File: config.mk
export PLATFORM = sky130hd
export DESIGN_NAME = sea_ctrl
export DESIGN_NICKNAME = d
export VERILOG_FILES = /design/src/hw/rtl/sea_pkg.sv /design/src/hw/rtl/sea_ctrl.sv
export SDC_FILE = /design/constraint.sdc
export NUM_CORES = 1
export LEC_CHECK = 0
export BUFFER_PORTS_ARGS = -buffer_cell sky130_fd_sc_hd__clkbuf_2
export CAP_MARGIN = 10
export CORE_MARGIN = 2
export CORE_UTILIZATION = 45
export CTS_BUF_LIST = sky130_fd_sc_hd__clkbuf_8
export DETAILED_ROUTE_END_ITERATION = 8
export GPL_TIMING_DRIVEN = 0
export PLACE_DENSITY = 0.77
export SLEW_MARGIN = 20
export SYNTH_ARGS = -nofsm -noshare
export SYNTH_HDL_FRONTEND = slang
export SYNTH_SLANG_ARGS = --single-unit
File: constraint.sdc
create_clock -name clk -period 2.87 [get_ports clk]
set_input_delay 0.4305 -clock clk [delete_from_list [all_inputs] [get_ports clk]]
set_output_delay 0.4305 -clock clk [all_outputs]
set_load 0.05 [all_outputs]
File: src/hw/rtl/sea_pkg.sv
`default_nettype none
package sea_pkg;

	localparam int ADDR_W        = 24;
	localparam int ID_W          = 31;
	localparam int EXT_DEPTH     = 1024;
	localparam int EXT_AW        = 10;
	localparam int CNT_W         = 11;
	localparam int MAX_FILES     = 256;
	localparam int FILE_AW       = 8;
	localparam int SCAN_W        = 9;
	localparam int MAX_FRAGMENTS = 64;
	localparam int FRAG_AW       = 6;
	localparam int K_W           = 7;
	localparam int EXT_W         = 2 * ADDR_W;

	localparam logic [1:0] STATUS_DONE    = 2'd0;
	localparam logic [1:0] STATUS_NOSPACE = 2'd1;
	localparam logic [1:0] STATUS_FULL    = 2'd2;

	localparam logic OP_ALLOC  = 1'b0;
	localparam logic OP_REMOVE = 1'b1;

	typedef struct packed {
		logic init;
		logic load_req;
		logic scan_start;
		logic scan_step;
		logic decide;
		logic cnt_rd;
		logic cnt_ev;
		logic commit_hdr;
		logic com_rd;
		logic com_ev;
		logic com_end;
		logic n_load;
		logic fr_rd;
		logic pos_rd;
		logic pos_adv;
		logic sh_init;
		logic sh_rd;
		logic sh_wr;
		logic ins;
		logic rm_end;
		logic res_nospace;
		logic res_full;
		logic res_zero;
		logic out_load;
	} cmd_t;

	typedef struct packed {
		logic op_remove;
		logic too_big;
		logic scan_done;
		logic match;
		logic slot_ok;
		logic need_zero;
		logic k_eq_cnt;
		logic k_eq_max;
		logic idx_eq_k;
		logic n_ovf;
		logic idx_eq_n;
		logic pos_eq_cnt;
		logic ext_lt;
		logic j_eq_pos;
		logic out_free;
	} sts_t;

endpackage
`default_nettype wire

File: src/hw/rtl/sea_ctrl.sv
`default_nettype none
module sea_ctrl import sea_pkg::*; (
	input  wire logic clk,
	input  wire logic arst_n,
	input  wire logic in_valid,
	input  wire logic cfg_we,
	input  wire sts_t sts,
	output logic      in_ready,
	output cmd_t      cmd
);

	typedef enum logic [20:0] {
		S_INIT    = 21'h000001,
		S_IDLE    = 21'h000002,
		S_CHECK   = 21'h000004,
		S_SCAN    = 21'h000008,
		S_DECIDE  = 21'h000010,
		S_CNT_RD  = 21'h000020,
		S_CNT_EV  = 21'h000040,
		S_COMMIT  = 21'h000080,
		S_COM_RD  = 21'h000100,
		S_COM_EV  = 21'h000200,
		S_COM_END = 21'h000400,
		S_N_WAIT  = 21'h000800,
		S_FR_RD   = 21'h001000,
		S_POS_RD  = 21'h002000,
		S_POS_EV  = 21'h004000,
		S_SH_INIT = 21'h008000,
		S_SH_RD   = 21'h010000,
		S_SH_WR   = 21'h020000,
		S_INS     = 21'h040000,
		S_RM_END  = 21'h080000,
		S_DONE    = 21'h100000
	} state_t;

	state_t state_q, state_d;

	always_ff @(posedge clk or negedge arst_n) begin
		if (!arst_n) begin
			state_q <= S_INIT;
		end else begin
			state_q <= state_d;
		end
	end

	assign in_ready = (state_q == S_IDLE);

	always_comb begin
		state_d = state_q;
		cmd     = '0;
		case (state_q)
			S_INIT: begin
				cmd.init = 1'b1;
				state_d  = S_IDLE;
			end
			S_IDLE: begin
				if (in_valid) begin
					cmd.load_req = 1'b1;
					state_d      = S_CHECK;
				end else if (cfg_we) begin
					state_d = S_INIT;
				end
			end
			S_CHECK: begin
				if (!sts.op_remove && sts.too_big) begin
					cmd.res_nospace = 1'b1;
					state_d         = S_DONE;
				end else begin
					cmd.scan_start = 1'b1;
					state_d        = S_SCAN;
				end
			end
			S_SCAN: begin
				cmd.scan_step = 1'b1;
				if (sts.scan_done) state_d = S_DECIDE;
			end
			S_DECIDE: begin
				cmd.decide = 1'b1;
				if (sts.op_remove) begin
					if (!sts.match) begin
						cmd.res_zero = 1'b1;
						state_d      = S_DONE;
					end else begin
						state_d = S_N_WAIT;
					end
				end else if (!sts.slot_ok) begin
					cmd.res_full = 1'b1;
					state_d      = S_DONE;
				end else begin
					state_d = S_CNT_RD;
				end
			end
			S_CNT_RD: begin
				if (sts.need_zero || sts.k_eq_cnt) begin
					state_d = S_COMMIT;
				end else if (sts.k_eq_max) begin
					cmd.res_full = 1'b1;
					state_d      = S_DONE;
				end else begin
					cmd.cnt_rd = 1'b1;
					state_d    = S_CNT_EV;
				end
			end
			S_CNT_EV: begin
				cmd.cnt_ev = 1'b1;
				state_d    = S_CNT_RD;
			end
			S_COMMIT: begin
				cmd.commit_hdr = 1'b1;
				state_d        = S_COM_RD;
			end
			S_COM_RD: begin
				if (sts.idx_eq_k) begin
					state_d = S_COM_END;
				end else begin
					cmd.com_rd = 1'b1;
					state_d    = S_COM_EV;
				end
			end
			S_COM_EV: begin
				cmd.com_ev = 1'b1;
				state_d    = S_COM_RD;
			end
			S_COM_END: begin
				cmd.com_end = 1'b1;
				state_d     = S_DONE;
			end
			S_N_WAIT: begin
				if (sts.n_ovf) begin
					cmd.res_full = 1'b1;
					state_d      = S_DONE;
				end else begin
					cmd.n_load = 1'b1;
					state_d    = S_FR_RD;
				end
			end
			S_FR_RD: begin
				if (sts.idx_eq_n) begin
					state_d = S_RM_END;
				end else begin
					cmd.fr_rd = 1'b1;
					state_d   = S_POS_RD;
				end
			end
			S_POS_RD: begin
				if (sts.pos_eq_cnt) begin
					state_d = S_SH_INIT;
				end else begin
					cmd.pos_rd = 1'b1;
					state_d    = S_POS_EV;
				end
			end
			S_POS_EV: begin
				if (sts.ext_lt) begin
					cmd.pos_adv = 1'b1;
					state_d     = S_POS_RD;
				end else begin
					state_d = S_SH_INIT;
				end
			end
			S_SH_INIT: begin
				cmd.sh_init = 1'b1;
				state_d     = S_SH_RD;
			end
			S_SH_RD: begin
				if (sts.j_eq_pos) begin
					state_d = S_INS;
				end else begin
					cmd.sh_rd = 1'b1;
					state_d   = S_SH_WR;
				end
			end
			S_SH_WR: begin
				cmd.sh_wr = 1'b1;
				state_d   = S_SH_RD;
			end
			S_INS: begin
				cmd.ins = 1'b1;
				state_d = S_FR_RD;
			end
			S_RM_END: begin
				cmd.rm_end = 1'b1;
				state_d    = S_DONE;
			end
			S_DONE: begin
				if (sts.out_free) begin
					cmd.out_load = 1'b1;
					state_d      = S_IDLE;
				end
			end
			default: begin
				state_d = S_INIT;
			end
		endcase
	end

endmodule
`default_nettype wire

==> qor.yml, run 1 <==
final_util: 0.673
setup_viol: 0
clock_path_buffers: 2
final_cell_mix: "clkbuf_2, buf_4, nor2_1"
avgViaCountPerCell: 5.75
path_depth: 5
dr.pass1.iters: 6
vias: 1605
start_kind: "flip-flop"
synth.area.top_cells: "dfrtp_1, nor3_1, nor2_1"
cts_root_buffer: "clkbuf_8"
power_mw: 1.03
irDropWorstVdd_mv: 0.268
cellLeakagePower_nw: 1.00
power_density_nw_per_um2: 496
cts_hold_buf: 0
finalClockSkew_ns: 0.00930
htreeDepth: 1
crit_fanout: 6
endpoint_kind: "primary output"
r2r_cells: 8
yosys_warnings: 0
synth_top_area_frac: 0.342
crit_path_top_delay_cell: "or4_4"
grt_max_degree: 22
holdWs_ns: 0.128
slew_viol_final: 0
synth_cell_type_count: 51
crit_end: "cmd[18]"
seqCellArea_um2: 531
wl_per_cell_um: 15.0
largest_register: "state_q"
drt-total-wl_mm: 4.18
area_growth_pct: 41.3
syn-num-nets: 191
clk_pin_slew_ns: 0.09
max_clock_freq_mhz: 351
rsz0062_at_grt: "yes"
n_fill_cell: 284
die_y_um: 61.1
rr_endpoint: "state_q[20]"
required_ns: 2.44
grtUsageTotal: 0.239
startpoint: "state_q[16]"
largest_reg_flops: 21
synthFlopType: "dfrtp_1"
fin_crit_ns: 2.85
crit_buf_inv: 2
grt_first_pass_wirelength_mm: 6.67
path_class: "reg -> out"
place.gp.congestion: 0.839
maxCapViolCount: 0
syn_avg_cell_area_um2: 8.52
fin_crit_sh: 0.992
slew_headroom: 0.642
nets: 255
insertion_delay_ns: 0.27
place_area_um2: 1740
layout_commonest_cell: "clkbuf_2"
num_io_pins: 44
syn_inst: 172
arrival_ns: 2.42
gr-total-overflow: 0
cts_tree: "built"
outcome: "finished clean"
r2r-start: "state_q[10]"
final_cells: 279
cts_sinks: 21
dpl.cell_count: 259
reg_top3: "state_q: 21 flops"
synth_edf_count: 0
seq_area_frac_synth: 0.360
diodes: 0
timing.hold.worst.class: "in -> async"
ant_nets: 0
antenna_found_initial: 0
hold_viol: 0
multi_input_area_um2: 967
path_delay_family: "simple AND/OR/NAND/NOR gates"
die_x_um: 61.1
drive_gt1_frac: 0.426
drc: 0
drtIter0Drc: 111
worst_pin_slew_ns: 0.537
port_buffers: 43
dieArea_um2: 3730
synth_area_um2: 1470
cp_cell_sequence: "or4_4 -> or4_4 -> buf_6 -> nor4b_4 -> buf_6"
yosys_register_bits: 21
finalInstanceArea_um2: 2070
cpPeakStageDelay_ns: 0.57
cts-buffers-inserted: 3
core_region_area_um2: 3080
reg2reg_slack_ns: 0.69
row_count: 20
dp_hpwl_mm: 2.74
synth_top_area_cell: "dfrtp_1"
start_util: 0.476
async_flop_share: 1.00
grt_pass1_vias: 1422
worst min-delay path by stage:
stage,depth (start not counted),end,from
5_1_grt,1,state_q[7],arst_n
6_report,1,state_q[7],arst_n
2_1_floorplan,0,state_q[10],arst_n
3_3_place_gp,1,state_q[6],arst_n
4_1_cts,1,state_q[7],arst_n
3_5_place_dp,1,state_q[7],arst_n
worst register-to-register path, stage by stage, from the launching register on:
cell,delay [ns]
dfrtp_1,0.43
nor4_4,0.32
nand2_2,0.16
buf_4,0.19
buf_4,0.14
nor4_2,0.41
inv_1,0.08
o22ai_1,0.23
or4b_1,0.16
per-layer routing:
layer | part of all wire | track usage | routed length (um)
met3 | 0.079 | 0.0399 | 329
met2 | 0.49 | 0.395 | 2040
met1 | 0.42 | 0.328 | 1770
met4 | 0.0086 | 0.0621 | 36
met5 | 0 | 0 | 0
cell type report:
type                            count  share of cell area
Clock buffer                        3              0.0199
Sequential cell                    21               0.256
Buffer                              5              0.0205
Inverter                           10              0.0181
Tap cell                           44              0.0266
Clock inverter                      1             0.00363
Timing Repair Buffer               61               0.188
Multi-Input combinational cell    134               0.467
synth_stat cells, types with 2 or more instances:
cell type	n
nor2_1	21
dfrtp_1	20
nor3_1	17
nand2_1	13
nor4_1	10
inv_1	9
nand2b_1	6
a21oi_1	4
and3_1	4
and4b_1	4
buf_2	4
nand3b_1	4
nand3_1	3
nor2b_1	3
nor4_4	3
nor4b_1	3
xnor2_1	3
a31oi_1	2
and2_1	2
and4_1	2
o21ai_0	2
o22ai_1	2
or2_2	2
xor2_1	2
power by group:
part | switching, mW | total (mW) | internal, mW
Combinational | 0.294 | 0.468 | 0.173
Sequential | 0.0370 | 0.358 | 0.321
Clock | 0.103 | 0.201 | 0.0981
kinds of logic after synthesis:
logic type,after synthesis,synth area share
buf+inv,17,0.0546
mux,1,0.00683
compound gates,21,0.0991
flops,21,0.360
xor+xnor,5,0.0299
simple gates,107,0.450
repair_timing:
action	in CTS	in global routing
setup endpoints to repair	14	16
setup buffers	15	3
resized for setup	15	38
pin swaps	5	4
stage by stage:
step	TNS (ns)	worst slack, ns
detailed placement	-0.0367	-0.0169
global placement	-0.0641	-0.0315
floorplan	-1.89	-0.516
finish	0	0.0229
CTS	0	0.000910
global route	-0.0697	-0.0246
Note: power is estimated with default switching activity, not from simulation.
==> run 2, diff against run 1 <==
Settings changed: CORE_MARGIN 2 to 5.
==> qor.yml, run 2 (synthesis results as in run 1) <==
die_y_um: 67.1  # was 61.1 um
grt_max_degree: 22  # unchanged
crit_buf_inv: 3  # was 2
crit_fanout: 6  # unchanged
avgViaCountPerCell: 5.74  # was 5.75
cellLeakagePower_nw: 1.01  # was 1.00 nW
clock_path_buffers: 2  # unchanged
timing.hold.worst.class: "in -> async"  # unchanged
grt_pass1_vias: 1510  # was 1422
fin_crit_ns: 2.92  # was 2.85 ns
outcome: "complete, but fails checks"  # was finished clean
htreeDepth: 1  # unchanged
vias: 1601  # was 1605
diodes: 0  # unchanged
die_x_um: 67.1  # was 61.1 um
row_count: 20  # unchanged
largest_reg_flops: 21  # unchanged
num_io_pins: 44  # unchanged
ant_nets: 0  # unchanged
dr.pass1.iters: 4  # was 6
max_clock_freq_mhz: 343  # was 351 MHz
drc: 0  # unchanged
irDropWorstVdd_mv: 0.347  # was 0.268 mV
final_cell_mix: "clkbuf_2, buf_4, nor2_1"  # unchanged
cts_sinks: 21  # unchanged
reg_top3: "state_q: 21 flops"  # unchanged
finalClockSkew_ns: 0.00610  # was 0.00930 ns
port_buffers: 43  # unchanged
dp_hpwl_mm: 2.94  # was 2.74 mm
cpPeakStageDelay_ns: 0.58  # was 0.57 ns
endpoint_kind: "primary output"  # unchanged
maxCapViolCount: 0  # unchanged
cp_cell_sequence: "or4_4 -> nor4_4 -> inv_2 -> or3_1 -> buf_6 -> nor3_4 -> buf_8"  # was or4_4 -> or4_4 -> buf_6 -> nor4b_4 -> buf_6
antenna_found_initial: 0  # unchanged
slew_viol_final: 0  # unchanged
required_ns: 2.44  # about the same
setup_viol: 3  # was 0
grtUsageTotal: 0.203  # was 0.239
insertion_delay_ns: 0.27  # about the same
wl_per_cell_um: 16.0  # was 15.0 um
setup_ws_ns: -0.0452  # was 0.0229 ns
core_region_area_um2: 3080  # unchanged
layout_commonest_cell: "clkbuf_2"  # unchanged
gr-total-overflow: 0  # unchanged
place.gp.congestion: 0.917  # was 0.839
nets: 255  # unchanged
clk_pin_slew_ns: 0.08  # was 0.09 ns
largest_register: "state_q"  # unchanged
power_density_nw_per_um2: 507  # was 496 nW/um^2
hold_viol: 0  # unchanged
drtIter0Drc: 139  # was 111
path_delay_family: "simple AND/OR/NAND/NOR gates"  # unchanged
cts-buffers-inserted: 3  # unchanged
dpl.cell_count: 259  # unchanged
cts_root_buffer: "clkbuf_8"  # unchanged
violations: "setup timing"
grt_first_pass_wirelength_mm: 6.94  # was 6.67 mm
final_cells: 279  # unchanged
fin_crit_sh: 1.02  # was 0.992
slew_headroom: 0.638  # was 0.642
rsz0062_at_grt: "yes"  # unchanged
pre_cts_slack_ns: -0.0796  # was -0.0169 ns
area_growth_pct: 42.7  # was 41.3%
start_kind: "flip-flop"  # unchanged
drt-total-wl_mm: 4.47  # was 4.18 mm
dieArea_um2: 4500  # was 3730 um^2
worst_pin_slew_ns: 0.543  # was 0.537 ns
cts_tree: "built"  # unchanged
crit_path_top_delay_cell: "or4_4"  # unchanged
start_util: 0.476  # unchanged
drive_gt1_frac: 0.430  # was 0.426
path_class: "reg -> out"  # unchanged
arrival_ns: 2.48  # was 2.42 ns
==> run 2: cell counts in the layout (fill, tap and decap cells not counted) <==
Identical to the previous run, type by type.
==> run 2: power by group <==
part	switching [mW]	internal (mW)	total [mW]
clock	0.107	0.0984	0.205
combinational	0.304	0.195	0.499
sequential	0.0348	0.321	0.355
total	0.446	0.614	1.06
==> run 2: final timing paths <==
| path | startpoint | end | slack [ns] | depth (start not counted) |
|---|---|---|---|---|
| hold / removal | arst_n | state_q[7] | 0.13 | 1 |
| max in group asynchronous | arst_n | state_q[14] | 2.35 | 1 |
| hold reg to reg | state_q[12] | state_q[14] | 0.59 | 2 |
| setup / recovery | state_q[16] | cmd[22] | -0.05 | 7 |
| min in group clk | sts[6] | state_q[9] | 0.34 | 2 |
| setup reg to reg | state_q[16] | state_q[2] | 0.63 | 7 |
==> run 2: metal layers <==
metal / part of all wire / track usage / up-vias
met5: 0 / 0 / -
met4: 0.027 / 0.0608 / 0
met3: 0.081 / 0.0523 / 13
met2: 0.48 / 0.328 / 68
met1: 0.41 / 0.264 / 760
li1: - / - / 760
==> run 2: repair_timing <==
item	in CTS	in global routing
setup buffers	14	4
pin swaps	5	5
endpoints found under the setup margin	16	16
hold buffers	0	0
resized for setup	17	42
==> run 2: cell type report <==
class | instances | area (um^2)
fill | 255 | 987
multi-input combinational | 134 | 970
sequential | 21 | 532
timing repair buffer | 61 | 405
tap | 44 | 55.1
buffer | 5 | 42.5
clock buffer | 3 | 41.3
inverter | 10 | 37.5
clock inverter | 1 | 7.51
==> run 2: per-stage QoR <==
stage / setup TNS, ns / instance area, um^2 / total power, mW / utilization / hold WS (ns)
2_1_floorplan: -1.89 / 1470 / 0.631 / - / 0.135
3_3_place_gp: -0.0614 / 1740 / 0.718 / 0.566 / 0.430
3_5_place_dp: -0.260 / 1740 / 0.725 / 0.566 / 0.432
4_1_cts: 0 / 1960 / 0.957 / 0.636 / 0.141
5_1_grt: -0.372 / 2090 / 1.11 / 0.679 / 0.177
6_report: -0.0806 / 2090 / 1.06 / 0.679 / 0.126
==> run 2: worst register-to-register path: stages, from the launching register on <==
cell and delay (ns):
dfrtp_1 0.39, or4_4 0.58, nor4_4 0.30, inv_2 0.07, or3_1 0.37, buf_6 0.15, buf_4 0.12, nor3_1 0.17
==> run 3, diff against run 2 <==
Settings changed: CORE_UTILIZATION 45 to 50, PLACE_DENSITY 0.77 to 0.84.
==> qor.yml, run 3 (synthesis results as in run 1) <==
outcome: "complete, but fails checks"  # unchanged
violations: "setup timing"  # unchanged
n_fill_cell: 195  # was 255
setup_viol: 1  # was 3
slew_headroom: 0.658  # was 0.638
maxCapViolCount: 0  # unchanged
slew_viol_final: 0  # unchanged
drtIter0Drc: 86  # was 139
finalInstanceArea_um2: 2040  # was 2090 um^2
cts_root_buffer: "clkbuf_8"  # unchanged
wl_per_cell_um: 16.1  # was 16.0 um
finalClockSkew_ns: 0.00265  # was 0.00610 ns
start_util: 0.527  # was 0.476
dieArea_um2: 4110  # was 4500 um^2
dpl.cell_count: 246  # was 259
gr-total-overflow: 0  # unchanged
grt_first_pass_wirelength_mm: 6.72  # was 6.94 mm
cts-buffers-inserted: 3  # unchanged
drt-total-wl_mm: 4.26  # was 4.47 mm
power_mw: 1.05  # was 1.06 mW
power_frac_clock: 0.189  # was 0.194
die_y_um: 64.1  # was 67.1 um
final_util: 0.734  # was 0.679
cts_sinks: 21  # unchanged
seqCellArea_um2: 532  # unchanged
die_x_um: 64.1  # was 67.1 um
area_growth_pct: 39.3  # was 42.7%
path_class: "reg -> out"  # unchanged
power_density_nw_per_um2: 513  # was 507 nW/um^2
diodes: 0  # unchanged
dp_hpwl_mm: 2.79  # was 2.94 mm
cellLeakagePower_nw: 0.999  # was 1.01 nW
place.gp.congestion: 0.896  # was 0.917
reg_top3: "state_q: 21 flops"  # unchanged
insertion_delay_ns: 0.26  # was 0.27 ns
switchingPower_mw: 0.434  # was 0.446 mW
nets: 253  # was 255
max_clock_freq_mhz: 341  # was 343 MHz
worst_pin_slew_ns: 0.512  # was 0.543 ns
num_io_pins: 44  # unchanged
final_cell_mix: "clkbuf_2, nor2_1, buf_4"  # was clkbuf_2, buf_4, nor2_1
clock_path_buffers: 2  # unchanged
pre_cts_slack_ns: 0.00662  # was -0.0796 ns
dr.pass1.iters: 4  # unchanged
place_area_um2: 1730  # was 1740 um^2
holdWs_ns: 0.120  # was 0.126 ns
cp_cell_sequence: "or4_4 -> nor4_4 -> inv_2 -> or3_1 -> buf_6 -> nor3_2 -> buf_4 -> buf_8"  # was or4_4 -> nor4_4 -> inv_2 -> or3_1 -> buf_6 -> nor3_4 -> buf_8
required_ns: 2.44  # about the same
comb_power_share: 0.472  # was 0.471
cpPeakStageDelay_ns: 0.58  # about the same
crit_path_top_delay_cell: "or4_4"  # unchanged
port_buffers: 43  # unchanged
multi_input_area_um2: 962  # was 970 um^2
start_kind: "flip-flop"  # unchanged
crit_buf_inv: 4  # was 3
final_cells: 264  # was 279
timing.hold.worst.class: "in -> async"  # unchanged
path_delay_family: "simple AND/OR/NAND/NOR gates"  # unchanged
setup_ws_ns: -0.0643  # was -0.0452 ns
arrival_ns: 2.50  # was 2.48 ns
switching_share: 0.414  # was 0.421
ant_nets: 0  # unchanged
drive_gt1_frac: 0.421  # was 0.430
drc: 0  # unchanged
hold_viol: 0  # unchanged
cts_tree: "built"  # unchanged
htreeDepth: 1  # unchanged
antenna_found_initial: 0  # unchanged
p_int_mw: 0.613  # was 0.614 mW
setup_tns_ns: -0.0643  # was -0.0806 ns
rsz0062_at_grt: "yes"  # unchanged
fin_crit_sh: 1.02  # about the same
layout_commonest_cell: "clkbuf_2"  # unchanged
cts_hold_buf: 0  # unchanged
clk_pin_slew_ns: 0.08  # about the same
largest_reg_flops: 21  # unchanged
grtUsageTotal: 0.199  # was 0.203
grt_max_degree: 22  # unchanged
endpoint_kind: "primary output"  # unchanged
crit_fanout: 6  # unchanged
largest_register: "state_q"  # unchanged
sequentialPowerShare: 0.340  # was 0.336
vias: 1576  # was 1601
irDropWorstVdd_mv: 0.566  # was 0.347 mV
row_count: 19  # was 20
grt_pass1_vias: 1485  # was 1510
core_region_area_um2: 2780  # was 3080 um^2
fin_crit_ns: 2.93  # was 2.92 ns
avgViaCountPerCell: 5.97  # was 5.74
==> run 3: final timing paths <==
check / from / to / slack [ns] / cells after the start
worst min-delay path: arst_n / state_q[8] / 0.12 / 1
max in group asynchronous: arst_n / state_q[16] / 2.38 / 1
min in group clk: sts[1] / state_q[17] / 0.34 / 2
worst max-delay path: state_q[17] / cmd[22] / -0.06 / 8
worst min register to register: state_q[12] / state_q[15] / 0.58 / 2
worst max register to register: state_q[17] / state_q[20] / 0.67 / 7
==> run 3: per-layer routing <==
layer | part of all wire | global-route usage | vias to the layer above
li1 | - | - | 765
met1 | 0.43 | 0.266 | 712
met2 | 0.47 | 0.323 | 84
met3 | 0.084 | 0.0403 | 15
met4 | 0.020 | 0.0662 | 0
met5 | 0 | 0 | -
==> run 3: cell type report <==
| class | instances | share of cell area |
|---|---|---|
| buffer | 6 | 0.0245 |
| clock buffer | 3 | 0.0202 |
| clock inverter | 1 | 0.00245 |
| inverter | 10 | 0.0184 |
| multi-input combinational | 134 | 0.471 |
| sequential | 21 | 0.261 |
| tap | 31 | 0.0190 |
| timing repair buffer | 58 | 0.183 |
==> run 3: power groups by stage <==
stage	logic, mW	registers, mW	clock network [mW]
2_1_floorplan	0.286	0.345	0
3_3_place_gp	0.367	0.350	0
3_5_place_dp	0.369	0.352	0
4_1_cts	0.393	0.349	0.199
5_1_grt	0.532	0.360	0.207
6_report	0.494	0.356	0.197
==> run 3: what timing repair did <==
action | CTS | global route
setup buffers | 10 | 5
setup endpoints to repair | 10 | 13
pin swaps | 5 | 2
gates cloned | 0 | 0
gates resized for setup | 16 | 34
==> run 3: worst reg2reg max path: cells and delay by family, from the launching register on <==
| kind | cells | cell delay (ns) |
|---|---|---|
| simple gates | 4 | 1.20 |
| flops | 1 | 0.40 |
| compound gates | 1 | 0.28 |
| buf+inv | 2 | 0.26 |
